### config.mk
export PLATFORM = sky130hd
export DESIGN_NAME = spin_chain_hamiltonian_row_top
export DESIGN_NICKNAME = d
export VERILOG_FILES = /design/src/hdl/shc_pkg.sv /design/src/hdl/shc_cell.sv /design/src/hdl/shc_emit.sv /design/src/hdl/spin_chain_hamiltonian_row_top.sv
export SDC_FILE = /design/constraint.sdc
export NUM_CORES = 1
export LEC_CHECK = 0
export BUFFER_PORTS_ARGS = -buffer_cell sky130_fd_sc_hd__buf_4
export CAP_MARGIN = 10
export CORE_MARGIN = 5
export CORE_UTILIZATION = 35
export CTS_BUF_LIST = sky130_fd_sc_hd__clkbuf_8
export CTS_CLUSTER_DIAMETER = 120
export DETAILED_ROUTE_END_ITERATION = 12
export SLEW_MARGIN = 0
export SYNTH_ARGS = -nofsm -noshare
export SYNTH_HDL_FRONTEND = slang
export SYNTH_SLANG_ARGS = --single-unit
### constraint.sdc
create_clock -name clock -period 31.7 [get_ports clock]
set_clock_uncertainty 0.15 [all_clocks]
set_input_delay 3.17 -clock clock [delete_from_list [all_inputs] [get_ports clock]]
set_output_delay 3.17 -clock clock [all_outputs]
set_load 0.02 [all_outputs]
### src/hdl/shc_pkg.sv
// ----------------------------------------------------------------------------
// shc_pkg: shared types and constants of the sawtooth chain row generator
// Chain size, bond count, field widths, accumulator sizing, register indexes
// and the bond record that travels along the row of cells.
// ----------------------------------------------------------------------------
package shc_pkg;

   // Chain geometry
   localparam int CHAIN_SITES = 16;
   localparam int TRIANGLES   = CHAIN_SITES / 2;
   localparam int BOND_COUNT  = 3 * TRIANGLES;

   // Field widths
   localparam int ROW_W       = 16;
   localparam int COUPLING_W  = 16;
   localparam int ENTRY_W     = 21;
   localparam int CSR_INDEX_W = 1;

   // Spin word: at least as wide as the chain, sites above the row word read as down
   localparam int SITE_W = (CHAIN_SITES > ROW_W) ? CHAIN_SITES : ROW_W;

   // Diagonal accumulator: room for BOND_COUNT terms of full-scale coupling
   localparam int ACC_NEED = COUPLING_W + $clog2(BOND_COUNT) + 1;
   localparam int ACC_W    = (ACC_NEED > ENTRY_W + 1) ? ACC_NEED : ENTRY_W + 1;

   // Bond countdown
   localparam int REM_W = $clog2(BOND_COUNT + 1);

   // Saturation bounds of an entry, at accumulator width
   localparam logic signed [ACC_W-1:0] ENTRY_MAX_ACC = ACC_W'(1048575);
   localparam logic signed [ACC_W-1:0] ENTRY_MIN_ACC = ACC_W'(-1048576);

   // Coupling reset: 1.0 in Q8.8
   localparam logic signed [COUPLING_W-1:0] COUPLING_RESET = 16'sd256;

   // Configuration register indexes
   localparam logic [CSR_INDEX_W-1:0] CSR_COUPLING_J1 = 1'b0;
   localparam logic [CSR_INDEX_W-1:0] CSR_COUPLING_J2 = 1'b1;

   // One bond as held by a cell
   typedef struct packed {
      logic             anti;    // spins antiparallel: emits an entry
      logic [ROW_W-1:0] column;  // row with both bond spins flipped
      logic             use_j2;  // side bond (J2) rather than base bond (J1)
   } bond_type;

endpackage

### src/hdl/shc_cell.sv
// ----------------------------------------------------------------------------
// shc_cell: one bond cell of the shift chain
// Evaluates its bond for a newly loaded row, then hands the bond record to
// its left neighbor on every advance of the chain.
// ----------------------------------------------------------------------------
module shc_cell
   import shc_pkg::*;
(
   input  logic             clock,
   input  logic             load,
   input  logic             shift,
   input  logic [ROW_W-1:0] load_row,
   input  logic [ROW_W-1:0] flip_mask,
   input  logic             spin_a,
   input  logic             spin_b,
   input  logic             use_j2,
   input  bond_type         next_bond,
   output bond_type         bond
);

   bond_type bond_ff;
   bond_type bond_in;
   bond_type fresh;

   // Evaluate the bond for the row being loaded
   always_comb begin
      fresh.anti   = spin_a ^ spin_b;
      fresh.column = load_row ^ flip_mask;
      fresh.use_j2 = use_j2;
   end

   // Load, take the neighbor's bond, or hold
   always_comb begin
      if (load) begin
         bond_in = fresh;
      end else if (shift) begin
         bond_in = next_bond;
      end else begin
         bond_in = bond_ff;
      end
   end

   always_ff @(posedge clock) begin
      bond_ff <= bond_in;
   end

   assign bond = bond_ff;

endmodule

### src/hdl/shc_emit.sv
// ----------------------------------------------------------------------------
// shc_emit: head of the chain, diagonal accumulator and result register
// Consumes one bond per cycle from the head cell unless a stalled result blocks it,
// emits off-diagonal items for antiparallel bonds, and closes each row with the saturated diagonal.
// ----------------------------------------------------------------------------
module shc_emit
   import shc_pkg::*;
(
   input  logic                          clock,
   input  logic                          reset,
   input  logic signed [COUPLING_W-1:0]  coupling_j1,
   input  logic signed [COUPLING_W-1:0]  coupling_j2,
   input  logic                          buf_valid,
   input  logic [ROW_W-1:0]              buf_row,
   input  bond_type                      head,
   output logic                          load,
   output logic                          shift,
   output logic                          rsp_valid,
   input  logic                          rsp_stall,
   output logic [ROW_W-1:0]              rsp_column_index,
   output logic signed [ENTRY_W-1:0]     rsp_entry_value,
   output logic                          rsp_is_diagonal,
   output logic                          rsp_last_of_row
);

   logic                         busy_ff, busy_in;
   logic [REM_W-1:0]             rem_ff, rem_in;
   logic signed [ACC_W-1:0]      acc_ff, acc_in;
   logic [ROW_W-1:0]             row_ff, row_in;
   logic                         out_valid_ff, out_valid_in;
   logic [ROW_W-1:0]             out_col_ff, out_col_in;
   logic signed [ENTRY_W-1:0]    out_val_ff, out_val_in;
   logic                         out_diag_ff, out_diag_in;

   logic                         bond_phase;
   logic                         diag_phase;
   logic                         need_out;
   logic                         out_free;
   logic                         step;
   logic signed [COUPLING_W-1:0] j_sel;
   logic signed [ACC_W-1:0]      j_ext;
   logic signed [ACC_W-1:0]      acc_sat;

   // Sequence: bonds first, then one diagonal step
   assign bond_phase = busy_ff && (rem_ff != '0);
   assign diag_phase = busy_ff && (rem_ff == '0);
   assign need_out   = (bond_phase && head.anti) || diag_phase;
   assign out_free   = !out_valid_ff || !rsp_stall;
   assign step       = busy_ff && (!need_out || out_free);
   assign shift      = step && bond_phase;
   assign load       = buf_valid && (!busy_ff || (step && diag_phase));

   // Pick the coupling of the head bond
   assign j_sel = head.use_j2 ? coupling_j2 : coupling_j1;
   assign j_ext = ACC_W'(j_sel);

   // Clamp the diagonal to the entry range
   always_comb begin
      if (acc_ff > ENTRY_MAX_ACC) begin
         acc_sat = ENTRY_MAX_ACC;
      end else if (acc_ff < ENTRY_MIN_ACC) begin
         acc_sat = ENTRY_MIN_ACC;
      end else begin
         acc_sat = acc_ff;
      end
   end

   // Next state of the row walk
   always_comb begin
      busy_in = busy_ff;
      rem_in  = rem_ff;
      acc_in  = acc_ff;
      row_in  = row_ff;
      if (load) begin
         busy_in = 1'b1;
         rem_in  = REM_W'(BOND_COUNT);
         acc_in  = '0;
         row_in  = buf_row;
      end else begin
         if (shift) begin
            rem_in = rem_ff - 1'b1;
            acc_in = head.anti ? (acc_ff - j_ext) : (acc_ff + j_ext);
         end
         if (step && diag_phase) begin
            busy_in = 1'b0;
         end
      end
   end

   // Result register: fill on an emitting step, drop once taken
   always_comb begin
      out_valid_in = out_valid_ff;
      out_col_in   = out_col_ff;
      out_val_in   = out_val_ff;
      out_diag_in  = out_diag_ff;
      if (step && need_out) begin
         out_valid_in = 1'b1;
         if (diag_phase) begin
            out_col_in  = row_ff;
            out_val_in  = acc_sat[ENTRY_W-1:0];
            out_diag_in = 1'b1;
         end else begin
            out_col_in  = head.column;
            out_val_in  = {{(ENTRY_W-COUPLING_W-1){j_sel[COUPLING_W-1]}}, j_sel, 1'b0};
            out_diag_in = 1'b0;
         end
      end else if (!rsp_stall) begin
         out_valid_in = 1'b0;
      end
   end

   always_ff @(posedge clock) begin
      if (reset) begin
         busy_ff      <= 1'b0;
         rem_ff       <= '0;
         out_valid_ff <= 1'b0;
      end else begin
         busy_ff      <= busy_in;
         rem_ff       <= rem_in;
         out_valid_ff <= out_valid_in;
      end
      acc_ff      <= acc_in;
      row_ff      <= row_in;
      out_col_ff  <= out_col_in;
      out_val_ff  <= out_val_in;
      out_diag_ff <= out_diag_in;
   end

   assign rsp_valid        = out_valid_ff;
   assign rsp_column_index = out_col_ff;
   assign rsp_entry_value  = out_val_ff;
   assign rsp_is_diagonal  = out_diag_ff;
   assign rsp_last_of_row  = out_diag_ff;

   // Chain advances only while bonds remain
   a_shift_needs_bond: assert property (@(posedge clock) disable iff (reset)
      shift |-> (rem_ff != '0))
      else $error("chain advanced with no bond left");

   // Idle walk has no bonds pending
   a_idle_empty: assert property (@(posedge clock) disable iff (reset)
      !busy_ff |-> (rem_ff == '0))
      else $error("bonds pending while idle");

   // A load starts a full walk
   a_load_full: assert property (@(posedge clock) disable iff (reset)
      load |=> (busy_ff && (rem_ff == REM_W'(BOND_COUNT))))
      else $error("load did not start a full row");

   // Countdown stays within the bond count
   a_rem_range: assert property (@(posedge clock) disable iff (reset)
      rem_ff <= REM_W'(BOND_COUNT))
      else $error("bond countdown out of range");

endmodule

### src/hdl/spin_chain_hamiltonian_row_top.sv
// Each accepted item is a basis state; the block returns its row of the
// periodic sawtooth-chain Heisenberg Hamiltonian as one result item per
// antiparallel bond (column with both spins flipped, value 2*J in 1/256
// units), in triangle order base, left side, right side, followed by the
// saturated diagonal flagged is_diagonal and last_of_row. A row occupies
// the bond chain while the emitter retires one bond of the cell chain per
// cycle and then the diagonal; stalls on the result side hold the chain.
// The next item waits in a one-deep input buffer and enters the chain in
// the cycle the diagonal leaves, so rows follow without gaps. Couplings are
// to be written by the user through the csr port only while the block is
// idle; the block itself does not enforce this.
// ----------------------------------------------------------------------------
// spin_chain_hamiltonian_row_top: sawtooth chain Hamiltonian row generator
// Input buffer, coupling registers, a chain of one cell per bond, and the
// emitter that serializes the row onto the result channel.
// ----------------------------------------------------------------------------
module spin_chain_hamiltonian_row_top
   import shc_pkg::*;
(
   input  logic                      clock,
   input  logic                      reset,
   input  logic                      csr_write,
   input  logic [CSR_INDEX_W-1:0]    csr_index,
   input  logic [COUPLING_W-1:0]     csr_data,
   input  logic                      req_valid,
   output logic                      req_stall,
   input  logic [ROW_W-1:0]          req_basis_state,
   output logic                      rsp_valid,
   input  logic                      rsp_stall,
   output logic [ROW_W-1:0]          rsp_column_index,
   output logic signed [ENTRY_W-1:0] rsp_entry_value,
   output logic                      rsp_is_diagonal,
   output logic                      rsp_last_of_row
);

   logic signed [COUPLING_W-1:0] j1_ff, j1_in;
   logic signed [COUPLING_W-1:0] j2_ff, j2_in;
   logic                         buf_valid_ff, buf_valid_in;
   logic [ROW_W-1:0]             buf_row_ff, buf_row_in;
   logic                         req_accept;
   logic                         load;
   logic                         shift;
   logic [SITE_W-1:0]            spins;
   bond_type                     cell_bond [BOND_COUNT];

   // Coupling registers
   always_comb begin
      j1_in = j1_ff;
      j2_in = j2_ff;
      if (csr_write) begin
         case (csr_index)
            CSR_COUPLING_J1: j1_in = csr_data;
            CSR_COUPLING_J2: j2_in = csr_data;
            default: begin
               j1_in = j1_ff;
               j2_in = j2_ff;
            end
         endcase
      end
   end

   // Input buffer: take an item when empty or when it moves into the chain
   assign req_stall  = buf_valid_ff && !load;
   assign req_accept = req_valid && !req_stall;

   always_comb begin
      buf_valid_in = buf_valid_ff;
      buf_row_in   = buf_row_ff;
      if (req_accept) begin
         buf_valid_in = 1'b1;
         buf_row_in   = req_basis_state;
      end else if (load) begin
         buf_valid_in = 1'b0;
      end
   end

   always_ff @(posedge clock) begin
      if (reset) begin
         j1_ff        <= COUPLING_RESET;
         j2_ff        <= COUPLING_RESET;
         buf_valid_ff <= 1'b0;
      end else begin
         j1_ff        <= j1_in;
         j2_ff        <= j2_in;
         buf_valid_ff <= buf_valid_in;
      end
      buf_row_ff <= buf_row_in;
   end

   // Sites beyond the row word read as spin down
   assign spins = SITE_W'(buf_row_ff);

   // One cell per bond, head at index zero
   for (genvar k = 0; k < BOND_COUNT; k++) begin : g_cell
      localparam int TRI    = k / 3;
      localparam int KIND   = k % 3;
      localparam int SITE_L = (2 * TRI) % CHAIN_SITES;
      localparam int SITE_M = (2 * TRI + 1) % CHAIN_SITES;
      localparam int SITE_R = (2 * TRI + 2) % CHAIN_SITES;
      localparam int SA     = (KIND == 2) ? SITE_M : SITE_L;
      localparam int SB     = (KIND == 1) ? SITE_M : SITE_R;
      localparam logic [SITE_W-1:0] FLIP = (SITE_W'(1) << SA) | (SITE_W'(1) << SB);

      bond_type next_bond;

      if (k == BOND_COUNT - 1) begin : g_tail
         assign next_bond = '0;
      end else begin : g_link
         assign next_bond = cell_bond[k+1];
      end

      shc_cell u_cell (
         .clock     (clock),
         .load      (load),
         .shift     (shift),
         .load_row  (buf_row_ff),
         .flip_mask (FLIP[ROW_W-1:0]),
         .spin_a    (spins[SA]),
         .spin_b    (spins[SB]),
         .use_j2    (KIND != 0),
         .next_bond (next_bond),
         .bond      (cell_bond[k])
      );
   end

   // Serialize the row
   shc_emit u_emit (
      .clock            (clock),
      .reset            (reset),
      .coupling_j1      (j1_ff),
      .coupling_j2      (j2_ff),
      .buf_valid        (buf_valid_ff),
      .buf_row          (buf_row_ff),
      .head             (cell_bond[0]),
      .load             (load),
      .shift            (shift),
      .rsp_valid        (rsp_valid),
      .rsp_stall        (rsp_stall),
      .rsp_column_index (rsp_column_index),
      .rsp_entry_value  (rsp_entry_value),
      .rsp_is_diagonal  (rsp_is_diagonal),
      .rsp_last_of_row  (rsp_last_of_row)
   );

endmodule
==> impl_metrics.toml <==
[grt]
grt_overflow = 0
grt_max_degree = 184
first_global_vias = 13200
grt_pass1_wl_mm = 68.6
track_usage = 0.116
antenna_found_initial = 1

[die]
io_pins = 79
die_h_um = 267
core.rowCount = 94
die_w_um = 267
dieArea_mm2 = 0.0714
core-area_mm2 = 0.0657
start_util = 0.352

[clocking]
cts_buffers = 88
cts.path.max_buffers = 3
cts_sinks = 564
path_clk_slew_ps = 60
cts_tree = "built"
cts_hold_buf = 0
cts.repair.resized = 0
clock_latency_ps = 670
htreeDepth = 3
postCtsSetupBuffers = 0
root_buffer = "clkbuf_8"

[outcome]
status = "finished, final reports clean"

[route]
drc = 0
detail-route-antenna-nets = 0
highest_layer = "met4"
met2_length_mm = 19.6
finalWirelength_mm = 42.5
wire_per_inst_um = 15.6
first_iter_violations = 1085
wl_met1_mm = 20.2
wl_met3_mm = 1.91
firstDrtPassIters = 4
vias = 13400
viasPerCell = 4.92

[sta]
worst_pin_slew_ps = 1200
fin_crit_sh = 0.226
fin_setup_tns_ps = 0
report.final.slew_viol_count = 0
rsz0062_at_grt = "no"
hold_violations = 0
min_period_ps = 7170
hold_ws_ps = 298
setup_violations = 0
worst_slew_margin_rel = 0.197
fmax_mhz = 140

[synth]
post_synth_num_cell_types = 58
netlist_area_mm2 = 0.0232
ys.flop_type = "edfxtp_1"
synth_nets = 1805
synth_edf_count = 478
synth_top_cell_by_area = "edfxtp_1"
ys_ff_latch = 564
netlist_instances = 1742
yosysWarnings = 0
synth_top_area_share = 0.620
syn_avg_cell_area_um2 = 13.3
synth_area_leaders = "edfxtp_1 62%, a21o_1 11%, dfxtp_1 7.4%"
yosysSeqAreaShare = 0.694
async_reset_ff_frac = 0

[critical_path]
cp-end-kind = "output port"
required_ps = 28380
crit_fanout = 3
crit_arrival_ps = 3850
startpoint_type = "input pin"
path_class = "in2out"

[final_layout]
seq_area_mm2 = 0.0161
final_cells = 2721
final_util = 0.396
multi_input_area_mm2 = 0.00651
nNetsFinal = 1848
syn2layout_area_growth_pct = 12.5
drive_above_1_share = 0.116
num-fill-cells = 6193

[power]
vdd_drop_max_mv = 0.0299
leakage_nw = 11.5
fin_total_pwr_mw = 1.76
power.density_mw_per_mm2 = 67.6

[placement]
dp_hpwl_mm = 24.2
dp.cells = 2558
port_buffers = 78
place_congestion = 0.800

[min_path]
hold_class = "reg2reg"

[flow_run]
maxCapViolCount = 0
## layer usage
layer,vias up,GRT usage
met4,0,0.0378
met2,229,0.183
li1,6518,-
met1,6576,0.159
met3,72,0.0260
met5,-,0
## per-stage QoR
| step | setup WS (ps) | area (um^2) |
|---|---|---|
| finish | 24530 | 26100 |
| global route | 24410 | 26100 |
| CTS | 24530 | 26000 |
| detailed placement | 24350 | 24400 |
| global placement | 24510 | 24400 |
| floorplan | 15140 | 23200 |
## placed cells by master (no fill, tap or decap), types with 16 or more instances in the layout
cell type	instances
and2_1	21
clkbuf_8	92
buf_4	90
dfxtp_1	86
o21ai_0	111
inv_1	43
nor2_1	38
xnor2_1	40
xor2_1	17
edfxtp_1	478
nand2_1	218
clkinv_1	19
ha_1	24
mux2i_1	16
a21o_1	337
a21oi_1	68
## synth_stat cells, types with 5 or more instances
| library cell | number |
|---|---|
| a22o_1 | 9 |
| nand2b_1 | 6 |
| xor2_1 | 17 |
| nor2_1 | 39 |
| nand2_1 | 218 |
| o21ai_0 | 111 |
| or3_1 | 5 |
| mux2i_1 | 16 |
| o22a_1 | 15 |
| edfxtp_1 | 478 |
| ha_1 | 24 |
| buf_1 | 5 |
| nand3_1 | 15 |
| a21o_1 | 337 |
| a211oi_1 | 5 |
| buf_2 | 21 |
| o211ai_1 | 15 |
| xnor2_1 | 40 |
| nand3b_1 | 5 |
| inv_1 | 11 |
| a21oi_1 | 69 |
| and2_1 | 22 |
| nor3_1 | 8 |
| a31oi_1 | 5 |
| dfxtp_1 | 86 |
| clkbuf_1 | 112 |
## flip-flops by register name (all words and copies together), names as in the netlist
register                 count
g_cell.u_cell.bond         432
u_emit.acc_ff               22
u_emit.rsp_entry_value      21
buf_row_ff                  16
j1_ff                       16
j2_ff                       16
u_emit.row_ff               16
u_emit.rsp_column_index     16
u_emit.rem_ff                5
buf_valid_ff                 1
u_emit.busy_ff               1
u_emit.rsp_is_diagonal       1
u_emit.rsp_valid             1
## path summary, 6_finish.rpt
kind / depth (start not counted) / to / slack [ps] / from
setup / recovery: 6 / req_stall / 24530 / rsp_stall
hold / removal: 1 / g_cell[21].u_cell.bond[0] / 300 / g_cell[22].u_cell.bond[0]
setup reg to reg: 15 / u_emit.acc_ff[21] / 27130 / g_cell[0].u_cell.bond[0]
hold reg to reg: 1 / g_cell[21].u_cell.bond[0] / 300 / g_cell[22].u_cell.bond[0]
## cell type report
class / count / area share
multi-input cells: 1027 / 0.250
clock buffers: 92 / 0.0486
clock inverters: 68 / 0.0137
flip-flops and latches: 564 / 0.617
well taps: 864 / 0.0415
repair buffers: 92 / 0.0271
diodes: 2 / 0.000192
inverters: 12 / 0.00202
## where the power goes
part	switching [mW]	internal, mW	total, mW
Sequential	0.0325	0.894	0.927
Clock	0.284	0.282	0.566
Combinational	0.164	0.106	0.270
Total	0.481	1.28	1.76
## cells by family after synthesis
group           Yosys count  share of synthesized area
compound gates          589                      0.174
xor+xnor                 57                     0.0216
fa+ha+maj                25                     0.0138
buf+inv                 151                     0.0258
flops                   564                      0.694
mux                      18                    0.00789
simple gates            338                     0.0635
## critical path: stages
cell	delay (ps)
buf_4	80
nand2_1	60
a21boi_1	220
nand2_1	100
inv_1	80
buf_4	140
No activity file was read; power rests on OpenSTA's default activity.
